## src/hw/rtl/bcrte_pkg.sv

```systemverilog
`timescale 1ns / 1ps
`default_nettype none
package bcrte_pkg;

	// Register masks of the clock chip.
	localparam logic [7:0] SecMask     = 8'h7f;
	localparam logic [7:0] MinMask     = 8'h7f;
	localparam logic [7:0] Hour12Mask  = 8'h1f;
	localparam logic [7:0] Hour24Mask  = 8'h3f;
	localparam logic [7:0] DateMask    = 8'h3f;
	localparam logic [7:0] MonthMask   = 8'h1f;
	localparam int unsigned ModeBit    = 6;   // hour_reg: 12-hour mode
	localparam int unsigned PmBit      = 5;   // hour_reg: PM in 12-hour mode
	localparam int unsigned StartBit   = 7;   // sec_reg: oscillator start
	localparam int unsigned RunBit     = 5;   // wday_reg: oscillator running

	localparam logic [15:0] DaysTo2000  = 16'd10957;
	localparam logic [16:0] SecsPerDay  = 17'd86400;
	localparam logic [11:0] SecsPerHour = 12'd3600;

	// Binary fields after the digit decode.
	typedef struct packed {
		logic       ok;
		logic       run;
		logic [6:0] sec;
		logic [6:0] min;
		logic [5:0] hour;
		logic [5:0] day;
		logic [4:0] month;
		logic [6:0] year;
	} dec_t;

	// Day count and second of day after the calendar check.
	typedef struct packed {
		logic        ok;
		logic        run;
		logic [15:0] days;
		logic [16:0] sod;
	} cal_t;

	function automatic logic bcd_ok(input logic [7:0] v);
		bcd_ok = (v[3:0] <= 4'd9) && (v[7:4] <= 4'd9);
	endfunction

	function automatic logic [6:0] bcd_val(input logic [7:0] v);
		bcd_val = {3'b000, v[7:4]} * 7'd10 + {3'b000, v[3:0]};
	endfunction

	function automatic logic [4:0] month_len(input logic [4:0] m);
		unique case (m)
			5'd2:                        month_len = 5'd28;
			5'd4, 5'd6, 5'd9, 5'd11:     month_len = 5'd30;
			5'd1, 5'd3, 5'd5, 5'd7,
			5'd8, 5'd10, 5'd12:          month_len = 5'd31;
			default:                     month_len = 5'd0;
		endcase
	endfunction

	function automatic logic [8:0] days_before(input logic [4:0] m);
		unique case (m)
			5'd1:    days_before = 9'd0;
			5'd2:    days_before = 9'd31;
			5'd3:    days_before = 9'd59;
			5'd4:    days_before = 9'd90;
			5'd5:    days_before = 9'd120;
			5'd6:    days_before = 9'd151;
			5'd7:    days_before = 9'd181;
			5'd8:    days_before = 9'd212;
			5'd9:    days_before = 9'd243;
			5'd10:   days_before = 9'd273;
			5'd11:   days_before = 9'd304;
			5'd12:   days_before = 9'd334;
			default: days_before = 9'd0;
		endcase
	endfunction

endpackage
`default_nettype wire

```

## src/hw/rtl/bcrte_decode.sv

```systemverilog
`timescale 1ns / 1ps
`default_nettype none
module bcrte_decode (
	input  wire logic            clk,
	input  wire logic            arst_n,
	input  wire logic            in_valid,
	output logic                 in_ready,
	input  wire logic [55:0]     in_data,
	output logic                 out_valid,
	input  wire logic            out_ready,
	output bcrte_pkg::dec_t      out_dec
);

	logic            valid_s1;
	bcrte_pkg::dec_t dec_s1;
	bcrte_pkg::dec_t dec_d;

	logic [7:0] sr, mr, hr, wr, dr, mo, yr;
	logic [7:0] hour_raw;
	logic [6:0] hour_bin;
	logic       twelve;
	logic       digits_ok;

	assign sr = in_data[7:0];
	assign mr = in_data[15:8];
	assign hr = in_data[23:16];
	assign wr = in_data[31:24];
	assign dr = in_data[39:32];
	assign mo = in_data[47:40];
	assign yr = in_data[55:48];

	always_comb begin
		twelve   = hr[bcrte_pkg::ModeBit];
		hour_raw = hr & (twelve ? bcrte_pkg::Hour12Mask : bcrte_pkg::Hour24Mask);
		hour_bin = bcrte_pkg::bcd_val(hour_raw);
		digits_ok = bcrte_pkg::bcd_ok(sr & bcrte_pkg::SecMask)
			&& bcrte_pkg::bcd_ok(mr & bcrte_pkg::MinMask)
			&& bcrte_pkg::bcd_ok(hour_raw)
			&& bcrte_pkg::bcd_ok(dr & bcrte_pkg::DateMask)
			&& bcrte_pkg::bcd_ok(mo & bcrte_pkg::MonthMask)
			&& bcrte_pkg::bcd_ok(yr)
			&& (wr[2:0] != 3'd0);

		dec_d.run   = sr[bcrte_pkg::StartBit] & wr[bcrte_pkg::RunBit];
		dec_d.sec   = bcrte_pkg::bcd_val(sr & bcrte_pkg::SecMask);
		dec_d.min   = bcrte_pkg::bcd_val(mr & bcrte_pkg::MinMask);
		dec_d.day   = 6'(bcrte_pkg::bcd_val(dr & bcrte_pkg::DateMask));
		dec_d.month = 5'(bcrte_pkg::bcd_val(mo & bcrte_pkg::MonthMask));
		dec_d.year  = bcrte_pkg::bcd_val(yr);
		dec_d.ok    = digits_ok;
		dec_d.hour  = 6'(hour_bin);
		if (twelve) begin
			// 12 AM is hour 0, 12 PM stays 12; anything outside 1..12 is rejected.
			if (hour_bin < 7'd1 || hour_bin > 7'd12) begin
				dec_d.ok = 1'b0;
			end
			dec_d.hour = ((hour_bin == 7'd12) ? 6'd0 : 6'(hour_bin))
				+ (hr[bcrte_pkg::PmBit] ? 6'd12 : 6'd0);
		end
	end

	assign in_ready  = !valid_s1 || out_ready;
	assign out_valid = valid_s1;
	assign out_dec   = dec_s1;

	always_ff @(posedge clk or negedge arst_n) begin
		if (!arst_n) begin
			valid_s1 <= 1'b0;
		end else if (in_ready) begin
			valid_s1 <= in_valid;
		end
	end

	always_ff @(posedge clk) begin
		if (in_ready && in_valid) begin
			dec_s1 <= dec_d;
		end
	end

endmodule
`default_nettype wire

```

## src/hw/rtl/bcrte_calendar.sv

```systemverilog
`timescale 1ns / 1ps
`default_nettype none
module bcrte_calendar (
	input  wire logic            clk,
	input  wire logic            arst_n,
	input  wire logic            in_valid,
	output logic                 in_ready,
	input  wire bcrte_pkg::dec_t in_dec,
	output logic                 out_valid,
	input  wire logic            out_ready,
	output bcrte_pkg::cal_t      out_cal
);

	logic            valid_s2;
	bcrte_pkg::cal_t cal_s2;
	bcrte_pkg::cal_t cal_d;

	logic       leap;
	logic [5:0] dim;
	logic [7:0] leap_days;

	always_comb begin
		leap      = (in_dec.year[1:0] == 2'd0);
		dim       = {1'b0, bcrte_pkg::month_len(in_dec.month)}
			+ {5'd0, (in_dec.month == 5'd2) && leap};
		leap_days = ({1'b0, in_dec.year} + 8'd3) >> 2;

		cal_d.run = in_dec.run;
		cal_d.ok  = in_dec.ok
			&& (in_dec.month >= 5'd1) && (in_dec.month <= 5'd12)
			&& (in_dec.day >= 6'd1) && (in_dec.day <= dim)
			&& (in_dec.hour <= 6'd23)
			&& (in_dec.min <= 7'd59) && (in_dec.sec <= 7'd59);

		cal_d.days = bcrte_pkg::DaysTo2000
			+ {9'd0, in_dec.year} * 16'd365
			+ {8'd0, leap_days}
			+ {7'd0, bcrte_pkg::days_before(in_dec.month)}
			+ {15'd0, (in_dec.month > 5'd2) && leap}
			+ {10'd0, in_dec.day} - 16'd1;

		cal_d.sod = {11'd0, in_dec.hour} * {5'd0, bcrte_pkg::SecsPerHour}
			+ {10'd0, in_dec.min} * 17'd60
			+ {10'd0, in_dec.sec};
	end

	assign in_ready  = !valid_s2 || out_ready;
	assign out_valid = valid_s2;
	assign out_cal   = cal_s2;

	always_ff @(posedge clk or negedge arst_n) begin
		if (!arst_n) begin
			valid_s2 <= 1'b0;
		end else if (in_ready) begin
			valid_s2 <= in_valid;
		end
	end

	always_ff @(posedge clk) begin
		if (in_ready && in_valid) begin
			cal_s2 <= cal_d;
		end
	end

endmodule
`default_nettype wire

```

## src/hw/rtl/bcrte_epoch.sv

```systemverilog
`timescale 1ns / 1ps
`default_nettype none
module bcrte_epoch (
	input  wire logic            clk,
	input  wire logic            arst_n,
	input  wire logic            in_valid,
	output logic                 in_ready,
	input  wire bcrte_pkg::cal_t in_cal,
	output logic                 out_valid,
	input  wire logic            out_ready,
	output logic                 out_time_valid,
	output logic                 out_running,
	output logic [31:0]          out_epoch
);

	logic        valid_s3;
	logic        ok_s3;
	logic        run_s3;
	logic [31:0] epoch_s3;
	logic [31:0] product;
	logic [31:0] epoch_d;

	always_comb begin
		product = {16'd0, in_cal.days} * {15'd0, bcrte_pkg::SecsPerDay};
		epoch_d = in_cal.ok ? (product + {15'd0, in_cal.sod}) : 32'd0;
	end

	assign in_ready       = !valid_s3 || out_ready;
	assign out_valid      = valid_s3;
	assign out_time_valid = ok_s3;
	assign out_running    = run_s3;
	assign out_epoch      = epoch_s3;

	always_ff @(posedge clk or negedge arst_n) begin
		if (!arst_n) begin
			valid_s3 <= 1'b0;
		end else if (in_ready) begin
			valid_s3 <= in_valid;
		end
	end

	always_ff @(posedge clk) begin
		if (in_ready && in_valid) begin
			ok_s3    <= in_cal.ok;
			run_s3   <= in_cal.ok & in_cal.run;
			epoch_s3 <= epoch_d;
		end
	end

endmodule
`default_nettype wire

```

## src/hw/rtl/bcd_clock_registers_to_epoch.sv

```systemverilog
`timescale 1ns / 1ps
`default_nettype none
// Channel   Direction  Payload
// s_axis    in         tdata[55:0]: sec, min, hour, wday, date, month, year registers
// m_axis    out        tdata[31:0]: epoch seconds; tuser[1:0]: time valid, clock running
//
// An input transaction accepted at one edge is registered in stage one, then in stage
// two and stage three, whose register drives the output; one transaction is accepted
// every cycle while the output is ready. Stage one decodes the BCD digits and the 12-hour
// mode, stage two checks the calendar and builds the day count and second of day, stage
// three holds the day-to-seconds multiplier. Reset clears only the stage valid bits.
// A stalled output freezes the full stage chain behind it; each empty stage still takes
// a new transaction.
module bcd_clock_registers_to_epoch (
	input  wire logic        clk,
	input  wire logic        arst_n,
	input  wire logic        s_tvalid,
	output logic             s_tready,
	// sec_reg, min_reg, hour_reg, wday_reg, date_reg, month_reg, year_reg
	// (8 bits each, from the lowest bit up)
	input  wire logic [55:0] s_tdata,
	output logic             m_tvalid,
	input  wire logic        m_tready,
	// epoch_seconds
	output logic [31:0]      m_tdata,
	// time_valid (bit 0), clock_running (bit 1)
	output logic [1:0]       m_tuser
);

	logic            dec_valid, dec_ready;
	bcrte_pkg::dec_t dec;
	logic            cal_valid, cal_ready;
	bcrte_pkg::cal_t cal;
	logic            time_valid, clock_running;

	// Digit decode, weekday check and 12-to-24-hour mapping.
	bcrte_decode u_decode (
		.clk       (clk),
		.arst_n    (arst_n),
		.in_valid  (s_tvalid),
		.in_ready  (s_tready),
		.in_data   (s_tdata),
		.out_valid (dec_valid),
		.out_ready (dec_ready),
		.out_dec   (dec)
	);

	// Range checks against month length; days since 1970 and second of day.
	bcrte_calendar u_calendar (
		.clk       (clk),
		.arst_n    (arst_n),
		.in_valid  (dec_valid),
		.in_ready  (dec_ready),
		.in_dec    (dec),
		.out_valid (cal_valid),
		.out_ready (cal_ready),
		.out_cal   (cal)
	);

	// Final multiply by seconds per day; the result is forced to zero when invalid.
	bcrte_epoch u_epoch (
		.clk            (clk),
		.arst_n         (arst_n),
		.in_valid       (cal_valid),
		.in_ready       (cal_ready),
		.in_cal         (cal),
		.out_valid      (m_tvalid),
		.out_ready      (m_tready),
		.out_time_valid (time_valid),
		.out_running    (clock_running),
		.out_epoch      (m_tdata)
	);

	assign m_tuser = {clock_running, time_valid};

endmodule
`default_nettype wire

```

## config.mk

```make
export PLATFORM = sky130hd
export DESIGN_NAME = bcd_clock_registers_to_epoch
export DESIGN_NICKNAME = d
export VERILOG_FILES = /design/src/hw/rtl/bcrte_pkg.sv /design/src/hw/rtl/bcrte_decode.sv /design/src/hw/rtl/bcrte_calendar.sv /design/src/hw/rtl/bcrte_epoch.sv /design/src/hw/rtl/bcd_clock_registers_to_epoch.sv
export SDC_FILE = /design/constraint.sdc
export NUM_CORES = 1
export LEC_CHECK = 0
export BUFFER_PORTS_ARGS = -buffer_cell sky130_fd_sc_hd__buf_2
export CORE_MARGIN = 10
export CORE_UTILIZATION = 65
export CTS_BUF_LIST = sky130_fd_sc_hd__clkbuf_8
export DETAILED_ROUTE_END_ITERATION = 7
export GPL_TIMING_DRIVEN = 1
export MAX_ROUTING_LAYER = met4
export PLACE_DENSITY_LB_ADDON = 0.2
export SYNTH_ARGS = -nofsm -noshare
export SYNTH_HDL_FRONTEND = slang
export SYNTH_SLANG_ARGS = --single-unit
```

## constraint.sdc

```tcl
create_clock -name clk -period 7.9 [get_ports clk]
set_input_delay 0.79 -clock clk [delete_from_list [all_inputs] [get_ports clk]]
set_output_delay 0.79 -clock clk [all_outputs]
set_load 0.005 [all_outputs]
```

==> results.json, run 1 <==
{
  "status": "finished, final reports clean",
  "ys_types": 76,
  "cap_violations": 0,
  "rsz0062_at_grt": "no",
  "syn_avg_cell_area_sq_um": 10.4,
  "die_height_um": 163,
  "synth_nets": 1702,
  "wl_mm": 23.8,
  "critical_path_class": "reg2reg",
  "worstSetupStartpointType": "register",
  "cpMostUsedCell": "inv_1",
  "period_needed_ns": 5.72,
  "place_congestion": 0.889,
  "coreArea_sq_um": 20200,
  "wl_per_cell_um": 14.3,
  "ys_seq_area_frac": 0.268,
  "syn_inst": 1285,
  "synth.top_cells.by_area": "ha_1 (25%), edfxtp_1 (24%), fa_1 (14%)",
  "dr_total_vias": 8894,
  "vias_per_cell": 5.36,
  "ant_nets": 0,
  "antenna_found_initial": 0,
  "cts-root-buf": "clkbuf_8",
  "end_kind": "register",
  "cts.hold.buffers_added": 0,
  "cts.reportedPaths.clkPinSlew_ns": 0.08,
  "period_share": 0.725,
  "overflow": 0,
  "grt_max_degree": 43,
  "cts_made_buffers": 17,
  "cts_sinks": 124,
  "syn_to_final_growth_pct": 7.90,
  "setup-violations-final": 0,
  "arrival_ns": 5.93,
  "cp_max_fo": 7,
  "antenna_cells": 0,
  "synth_seq_cells": 124,
  "hold_class": "in2async",
  "ys.warnings.count": 0,
  "final_max_slew_viol_count": 0,
  "initial_core_util": 0.661,
  "grt_pass1_wl_mm": 41.1,
  "drc": 0,
  "synthFlopType": "edfxtp_1",
  "fin_nets": 1794,
  "postSynth.asyncResetShare": 0.0242,
  "synth_edf_count": 109,
  "grt_pass1_vias": 9062,
  "drt_iter0_drc": 410,
  "path_cells": "ha_1, inv_1, fa_1, inv_1, fa_1, ha_1, inv_1, fa_1, inv_1, ha_1, a21oi_1, o21a_1, a2bb2oi_2, o21ai_2, o41ai_2, xor2_1, or3_1, nor2_1, mux2_2",
  "max_slew_margin": 0.314,
  "drive_above_1_share": 0.108,
  "synth_top_cell_area_share": 0.246,
  "portBuffers": 84,
  "cts.path.max_buffers": 2,
  "grt_usage": 0.193,
  "worstMarginPinSlew_ns": 1.00,
  "die_w_um": 163,
  "syn_area_sq_um": 13400,
  "cp_top_family": "adder cells",
  "htree_levels": 4,
  "clock_latency_ns": 0.46,
  "tns_ns": 0,
  "rows": 52,
  "cts_resized": 0,
  "max_stage_delay_ns": 0.52,
  "hold_violations": 0,
  "cts_setup_buffers": 0,
  "dp_hpwl_mm": 19.7,
  "ioPinCount": 96,
  "max_freq_mhz": 175,
  "slowest_stage": "edfxtp_1",
  "finClkSkew_ns": 0.0150,
  "synth_top_cell_by_area": "ha_1",
  "worst-path-buf-inv": 4,
  "cp_data_required_time_ns": 8.10,
  "die_area_sq_um": 26700,
  "cts_tree": "yes",
  "drt_pass1_iterations": 5
}
## layer usage
| metal | routed length (um) | global-route usage | part of all wire | vias up |
|---|---|---|---|---|
| met5 | 0 | - | 0 | - |
| met4 | 448 | 0.0586 | 0.019 | 0 |
| met3 | 769 | 0.0269 | 0.032 | 30 |
| met2 | 11300 | 0.321 | 0.48 | 158 |
| met1 | 11200 | 0.239 | 0.47 | 4134 |
| li1 | - | - | - | 4572 |
## metrics by stage
stage               instance area [sq um]  cells  worst slack [ns]  hold WS [ns]  utilization
finish                              14400   1659              2.18         0.122        0.713
global route                        14400   1659              1.84         0.104        0.713
CTS                                 14400   1659              2.15        0.0973        0.713
detailed placement                  14100   1628              2.15         0.407        0.697
global placement                    14100   1628              2.29         0.402        0.697
floorplan                           13400   1285              2.68         0.400            -
## worst paths after layout
path	start	end	slack, ns	cells after the start
worst min register to register	u_decode.out_dec[32]$_DFFE_PP_	u_calendar.out_cal[1]$_DFFE_PP_	0.44	0
worst max register to register	u_calendar.out_cal[20]$_DFFE_PP_	u_epoch.out_epoch[30]$_SDFFCE_PN0P_	2.18	19
worst max-delay path	u_calendar.out_cal[20]$_DFFE_PP_	u_epoch.out_epoch[30]$_SDFFCE_PN0P_	2.18	19
min in group clk	u_decode.out_dec[32]$_DFFE_PP_	u_calendar.out_cal[1]$_DFFE_PP_	0.44	0
worst min-delay path	arst_n	u_epoch.out_valid$_DFFE_PN0P_	0.12	1
max in group asynchronous	arst_n	u_decode.out_valid$_DFFE_PN0N_	7.67	1
## cells in the final DEF (no fill, tap or decap), drive strengths merged, types with 26 or more instances in the layout
cell      n
inv     221
xnor2    68
a21oi    58
edfxtp  109
xor2     33
nand3    26
o21ai    40
fa       94
nor2     67
ha      263
buf      90
nand2    52
## synthesized netlist by cell type, drive strengths merged (6+ instances only)
cell type and instances:
buf 6, a21o 22, o211ai 7, fa 94
o21a 10, a211oi 7, nand4 10, dfxtp 12
nor2b 24, mux2i 8, and3 12, nand2b 14
o21ai 40, o21bai 7, nand2 52, clkbuf 11
xor2 33, nand3 26, nor2 67, edfxtp 109
ha 263, and2 17, nor3 19, inv 218
a21oi 58, xnor2 68
## registers in the layout (all words and copies together), names as in the netlist, named ones only
signal and count:
u_epoch.out_valid 1, u_epoch.out_epoch 32, u_epoch.out_running 1, u_calendar.out_valid 1, u_decode.out_dec 40, u_decode.out_valid 1, u_epoch.out_time_valid 1, u_calendar.out_cal 35
## cell families (layout without fill, tap and decap cells)
group                      count (synthesis)  after routing  share of synthesized area
adders and majority gates                357            357                      0.387
and+or+nand+nor                          263            263                      0.101
buffers and inverters                    235            339                     0.0670
xor gates and xnor gates                 101            101                     0.0687
DFF                                      124            124                      0.268
AOI/OAI and AO/OA                        193            193                     0.0988
muxes                                     12             12                    0.00936
## cell type report
type | instances | area (sq um)
clock buffer | 17 | 234
clock inverter | 14 | 96.3
fill | 1480 | 5810
inverter | 218 | 818
multi-input combinational | 926 | 8890
sequential | 124 | 3590
tap | 270 | 338
timing repair buffer | 90 | 465
Power of run 1 is left out: the tool's default activity adds up to more than one toggle a clock period on the data nets, which glitch-free logic cannot reach.
==> run 2, diff against run 1 <==
- CORE_UTILIZATION: 65 -> 64
- clock period: 7.9 -> 5.4 ns (I/O delays scaled with it)
==> results.json, run 2 (synthesis gave the netlist of run 1 again) <==
{
  "status": "finished, final reports clean",
  "reg2reg_slack_ns": 0.18,
  "overflow": 0,
  "met3WireLength_um": 873,
  "grt_pass1_vias": 9498,
  "slowest_stage": "fa_1",
  "place_congestion": 0.891,
  "die_area_sq_um": 27100,
  "hold_ws_ns": 0.244,
  "finClkSkew_ns": 0.0157,
  "largest_reg_flops": 40,
  "vias_per_cell": 5.36,
  "arrival_ns": 5.44,
  "dr_total_vias": 9108,
  "worstMarginPinSlew_ns": 0.976,
  "path_cells": "buf_4, ha_1, fa_1, inv_1, fa_1, inv_1, ha_1, ha_1, ha_1, nand2_1, or3_4, a2bb2oi_4, o21ai_4, o41ai_2, buf_4, xor2_1, or3_4, nor2_1, mux2_2",
  "final_max_slew_viol_count": 0,
  "cp_max_fo": 4,
  "coreArea_sq_um": 20400,
  "wl_per_cell_um": 14.5,
  "post-route-util": 0.730,
  "max_slew_margin": 0.331,
  "cts_sinks": 124,
  "drt_iter0_drc": 454,
  "mostFrequentLayoutCell": "ha_1",
  "antenna_found_initial": 0,
  "final_cell_mix": "ha_1 (260), inv_1 (218), edfxtp_1 (109), fa_1 (94), buf_2 (84)",
  "die_height_um": 165,
  "max_stage_delay_ns": 0.51,
  "cts.reportedPaths.clkPinSlew_ns": 0.09,
  "cts-root-buf": "clkbuf_8",
  "htree_levels": 4,
  "period_share": 0.967,
  "grt_usage": 0.198,
  "ant_nets": 0,
  "grt_pass1_wl_mm": 42.9,
  "worstSetupStartpointType": "register",
  "cts.path.max_buffers": 2,
  "drt_pass1_iterations": 5,
  "max_freq_mhz": 192,
  "grt_max_degree": 36,
  "syn_to_final_growth_pct": 11.2,
  "cts_made_buffers": 17,
  "antenna_cells": 0,
  "wl_mm": 24.7,
  "die_w_um": 165,
  "hold_class": "in2reg",
  "rows": 52,
  "fin_nets": 1834,
  "cap_violations": 0,
  "cpMostUsedCell": "ha_1",
  "cts_tree": "yes",
  "end_kind": "register",
  "dp_hpwl_mm": 20.6,
  "reg2regPathDepth": 19,
  "wl_met2_mm": 12.0,
  "setup_ws_ns": 0.179,
  "dp.cells": 1662,
  "hold_violations": 0,
  "initial_core_util": 0.657,
  "drive_above_1_share": 0.146,
  "finalNonFillerCells": 1699,
  "top_layer": "met4",
  "min_path_cells": 1,
  "period_needed_ns": 5.22,
  "cp_data_required_time_ns": 5.61,
  "wl_met1_mm": 11.5,
  "critical_path_class": "reg2reg",
  "portBuffers": 84,
  "drc": 0,
  "ioPinCount": 96,
  "setup-violations-final": 0,
  "place_ws_ns": 0.0478,
  "clock_latency_ns": 0.46
}
## run 2: changes by cell type in the layout (fill, tap and decap cells not counted), sizes merged
cell,delta
clkinv,-1
dlygate4sd3,+1
buf,+39
inv,+1
## run 2: worst paths after layout
check / from / end
worst max-delay path: u_calendar.out_cal[24]$_DFFE_PP_ / u_epoch.out_epoch[30]$_SDFFCE_PN0P_
worst min-delay path: s_tdata[8] / u_decode.out_dec[24]$_DFFE_PP_
worst max register to register: u_calendar.out_cal[24]$_DFFE_PP_ / u_epoch.out_epoch[30]$_SDFFCE_PN0P_
worst min register to register: u_decode.out_dec[38]$_DFFE_PP_ / u_calendar.out_cal[33]$_DFFE_PP_
max in group asynchronous: arst_n / u_decode.out_valid$_DFFE_PN0N_
min in group asynchronous: arst_n / u_calendar.out_valid$_DFFE_PN0P_
## run 2: worst max-delay path, delay by kind of cell, from the launching register on
| kind | cells | cell delay [ns] |
|---|---|---|
| multiplexers | 1 | 0.34 |
| adder cells (fa/ha/maj) | 6 | 2.24 |
| flip-flops | 1 | 0.47 |
| XOR/XNOR | 1 | 0.14 |
| AND/OR/NAND/NOR | 4 | 1.01 |
| AO/OA/AOI/OAI | 3 | 0.36 |
| buffers and inverters | 4 | 0.42 |
## run 2: final cells by class
cell class,count,area [sq um]
clock buffers,17,234
clock inverters,14,96.3
fillers,1428,5490
inverters,218,818
multi-input cells,926,9020
flip-flops and latches,124,3590
well taps,270,338
repair buffers,130,776
## run 2: routing by layer
metal  vias up  track usage
met1      4261        0.251
met4         0       0.0507
met5         -            -
li1       4661            -
met3        27       0.0259
met2       159        0.329
## run 2: what timing repair did
action,4_1_cts,5_1_grt
hold buffers,1,0
resized for setup,0,26
buffers inserted,0,5
endpoints found under the hold margin,3,0
endpoints found under the setup margin,0,7
## run 2: stage by stage
stage | setup TNS [ns] | instance area [sq um]
after floorplan | 0 | 13400
after global placement | 0 | 14400
after detailed placement | 0 | 14400
after CTS | 0 | 14700
after global routing | -0.137 | 14900
final | 0 | 14900
Power of run 2 is left out for the same reason.
==> run 3, diff against run 2 <==
- REMOVE_ABC_BUFFERS: not set -> 1
==> results.json, run 3 (synthesis gave the netlist of run 1 again) <==
{
  "placed_cell_area_sq_um": 14400,
  "cp_max_fo": 7,
  "largest_reg_flops": 40,
  "wl_mm": 26.0,
  "worst-path-buf-inv": 2,
  "holdPathEnd": "u_decode.out_dec[12]$_DFFE_PP_",
  "cts-root-buf": "clkbuf_8",
  "area.sequential_sq_um": 3590,
  "min_from": "s_tdata[32]",
  "critical_path_class": "reg2reg",
  "multi_input_area_sq_um": 9110,
  "grt.busiest_layer": "met2",
  "cts.reportedPaths.clkPinSlew_ns": 0.08,
  "reg2regPathDepth": 17,
  "cts_made_buffers": 17,
  "cts_tree": "yes",
  "dp_hpwl_mm": 20.7,
  "max_stage_delay_ns": 0.54,
  "setup-violations-final": 0,
  "max_freq_mhz": 190,
  "drt_pass1_iterations": 8,
  "cts_sinks": 124,
  "end_kind": "register",
  "reg2reg_slack_ns": 0.12,
  "wl_per_cell_um": 15.2,
  "slowest_stage": "fa_1",
  "rows": 52,
  "grt_pass1_wl_mm": 42.7,
  "status": "finished with violations",
  "drive_above_1_share": 0.159,
  "path_cells": "ha_1, fa_1, fa_1, ha_1, inv_1, fa_1, inv_1, ha_1, a211oi_1, nand2_1, mux2_1, a221oi_4, nand2_1, and3b_2, nand4_1, nor2_2, mux2_4",
  "period_share": 0.977,
  "die_height_um": 165,
  "ant_nets": 0,
  "stdcell_area_sq_um": 15100,
  "grt_pass1_vias": 9373,
  "die_area_sq_um": 27100,
  "worstSetupStartpointType": "register",
  "grt_max_degree": 36,
  "finClkSkew_ns": 0.0146,
  "cts.path.max_buffers": 2,
  "mostFrequentLayoutCell": "ha_1",
  "cp_top_family": "adder cells",
  "initial_core_util": 0.657,
  "cp_data_required_time_ns": 5.61,
  "coreArea_sq_um": 20400,
  "portBuffers": 84,
  "clock_latency_ns": 0.46,
  "overflow": 0,
  "max_slew_margin": 0.323,
  "die_w_um": 165,
  "syn_to_final_growth_pct": 13.2,
  "drt_iter0_drc": 380,
  "grt_usage": 0.197,
  "drc": 2,
  "hold_class": "in2reg",
  "dr_total_vias": 9318,
  "antenna_found_initial": 0,
  "htree_levels": 4,
  "met2_usage": 0.335,
  "worstMarginPinSlew_ns": 0.987,
  "min_path_cells": 1,
  "r2r-start": "u_calendar.out_cal[24]$_DFFE_PP_",
  "fin_nets": 1847,
  "rr_endpoint": "u_epoch.out_epoch[30]$_SDFFCE_PN0P_",
  "place_congestion": 0.903,
  "final_cell_mix": "ha_1 (257), inv_1 (216), edfxtp_1 (109), fa_1 (93), buf_2 (84)",
  "arrival_ns": 5.49,
  "hold_violations": 0,
  "cap_violations": 0,
  "period_needed_ns": 5.28,
  "violations": "DRC",
  "startpoint": "u_calendar.out_cal[24]$_DFFE_PP_",
  "fillers": 1369,
  "antenna_cells": 0,
  "grt_util_met3": 0.0279,
  "use_met1": 0.239,
  "vias_per_cell": 5.44,
  "final_max_slew_viol_count": 0,
  "ioPinCount": 96
}
==> run 3: cell types whose count changed in the layout (fill, tap and decap cells not counted), moves of 3 or more <==
cell	previous run	this run
clkinv_2	4	1
clkinv_4	0	4
bufinv_16	0	3
inv_2	0	3
ha_1	260	257
clkinvlp_4	5	2
buf_4	43	57
ha_4	3	6
==> run 3: area by class of cell <==
cell class	instances	area share
clock inverters	15	0.0115
well taps	270	0.0223
clock buffers	17	0.0155
multi-input cells	926	0.602
inverters	218	0.0541
flip-flops and latches	124	0.237
repair buffers	143	0.0574
==> run 3: how the worst max path moves through the flow <==
| stage | to | slack [ns] | cells past startpoint |
|---|---|---|---|
| 4_1_cts | u_calendar.out_cal[31]$_DFFE_PP_ | 0.02 | 20 |
| 5_1_grt | u_epoch.out_epoch[31]$_SDFFCE_PN0P_ | -0.11 | 19 |
| 3_3_place_gp | u_epoch.out_epoch[30]$_SDFFCE_PN0P_ | 0.15 | 20 |
| 3_5_place_dp | u_epoch.out_epoch[30]$_SDFFCE_PN0P_ | 0.006 | 20 |
| 2_1_floorplan | u_epoch.out_epoch[30]$_SDFFCE_PN0P_ | 0.18 | 19 |
| 6_report | u_epoch.out_epoch[30]$_SDFFCE_PN0P_ | 0.12 | 17 |
==> run 3: repair_timing <==
action	CTS	global route
setup endpoints to repair	1	11
pin swaps	0	29
setup buffers	0	17
hold endpoints to repair	3	0
hold buffers	1	0
resized for setup	1	41
==> run 3: through the flow <==
step | cells | hold WS [ns] | worst slack, ns | TNS (ns) | utilization
2_1_floorplan | 1268 | 0.244 | 0.183 | 0 | -
3_3_place_gp | 1663 | 0.337 | 0.149 | 0 | 0.705
3_5_place_dp | 1663 | 0.344 | 0.00617 | 0 | 0.705
4_1_cts | 1696 | 0.229 | 0.0162 | 0 | 0.726
5_1_grt | 1713 | 0.244 | -0.107 | -0.279 | 0.743
6_report | 1713 | 0.251 | 0.123 | 0 | 0.743
==> run 3: routing by layer <==
layer  wire, um  part of all wire  vias up
li1           -                 -     4683
met1      11400              0.44     4408
met2      13100              0.50      194
met3       1060             0.041       33
met4        419             0.016        0
met5          0                 0        -
==> run 3: worst register-to-register path, stage by stage (launching register included) <==
cell and delay, ns:
edfxtp_1 0.44, ha_1 0.32, fa_1 0.54, fa_1 0.42
ha_1 0.29, inv_1 0.05, fa_1 0.50, inv_1 0.04
ha_1 0.28, a211oi_1 0.30, nand2_1 0.20, mux2_1 0.38
a221oi_4 0.21, nand2_1 0.10, and3b_2 0.30, nand4_1 0.17
nor2_2 0.17, mux2_4 0.30
Power of run 3 is left out for the same reason.
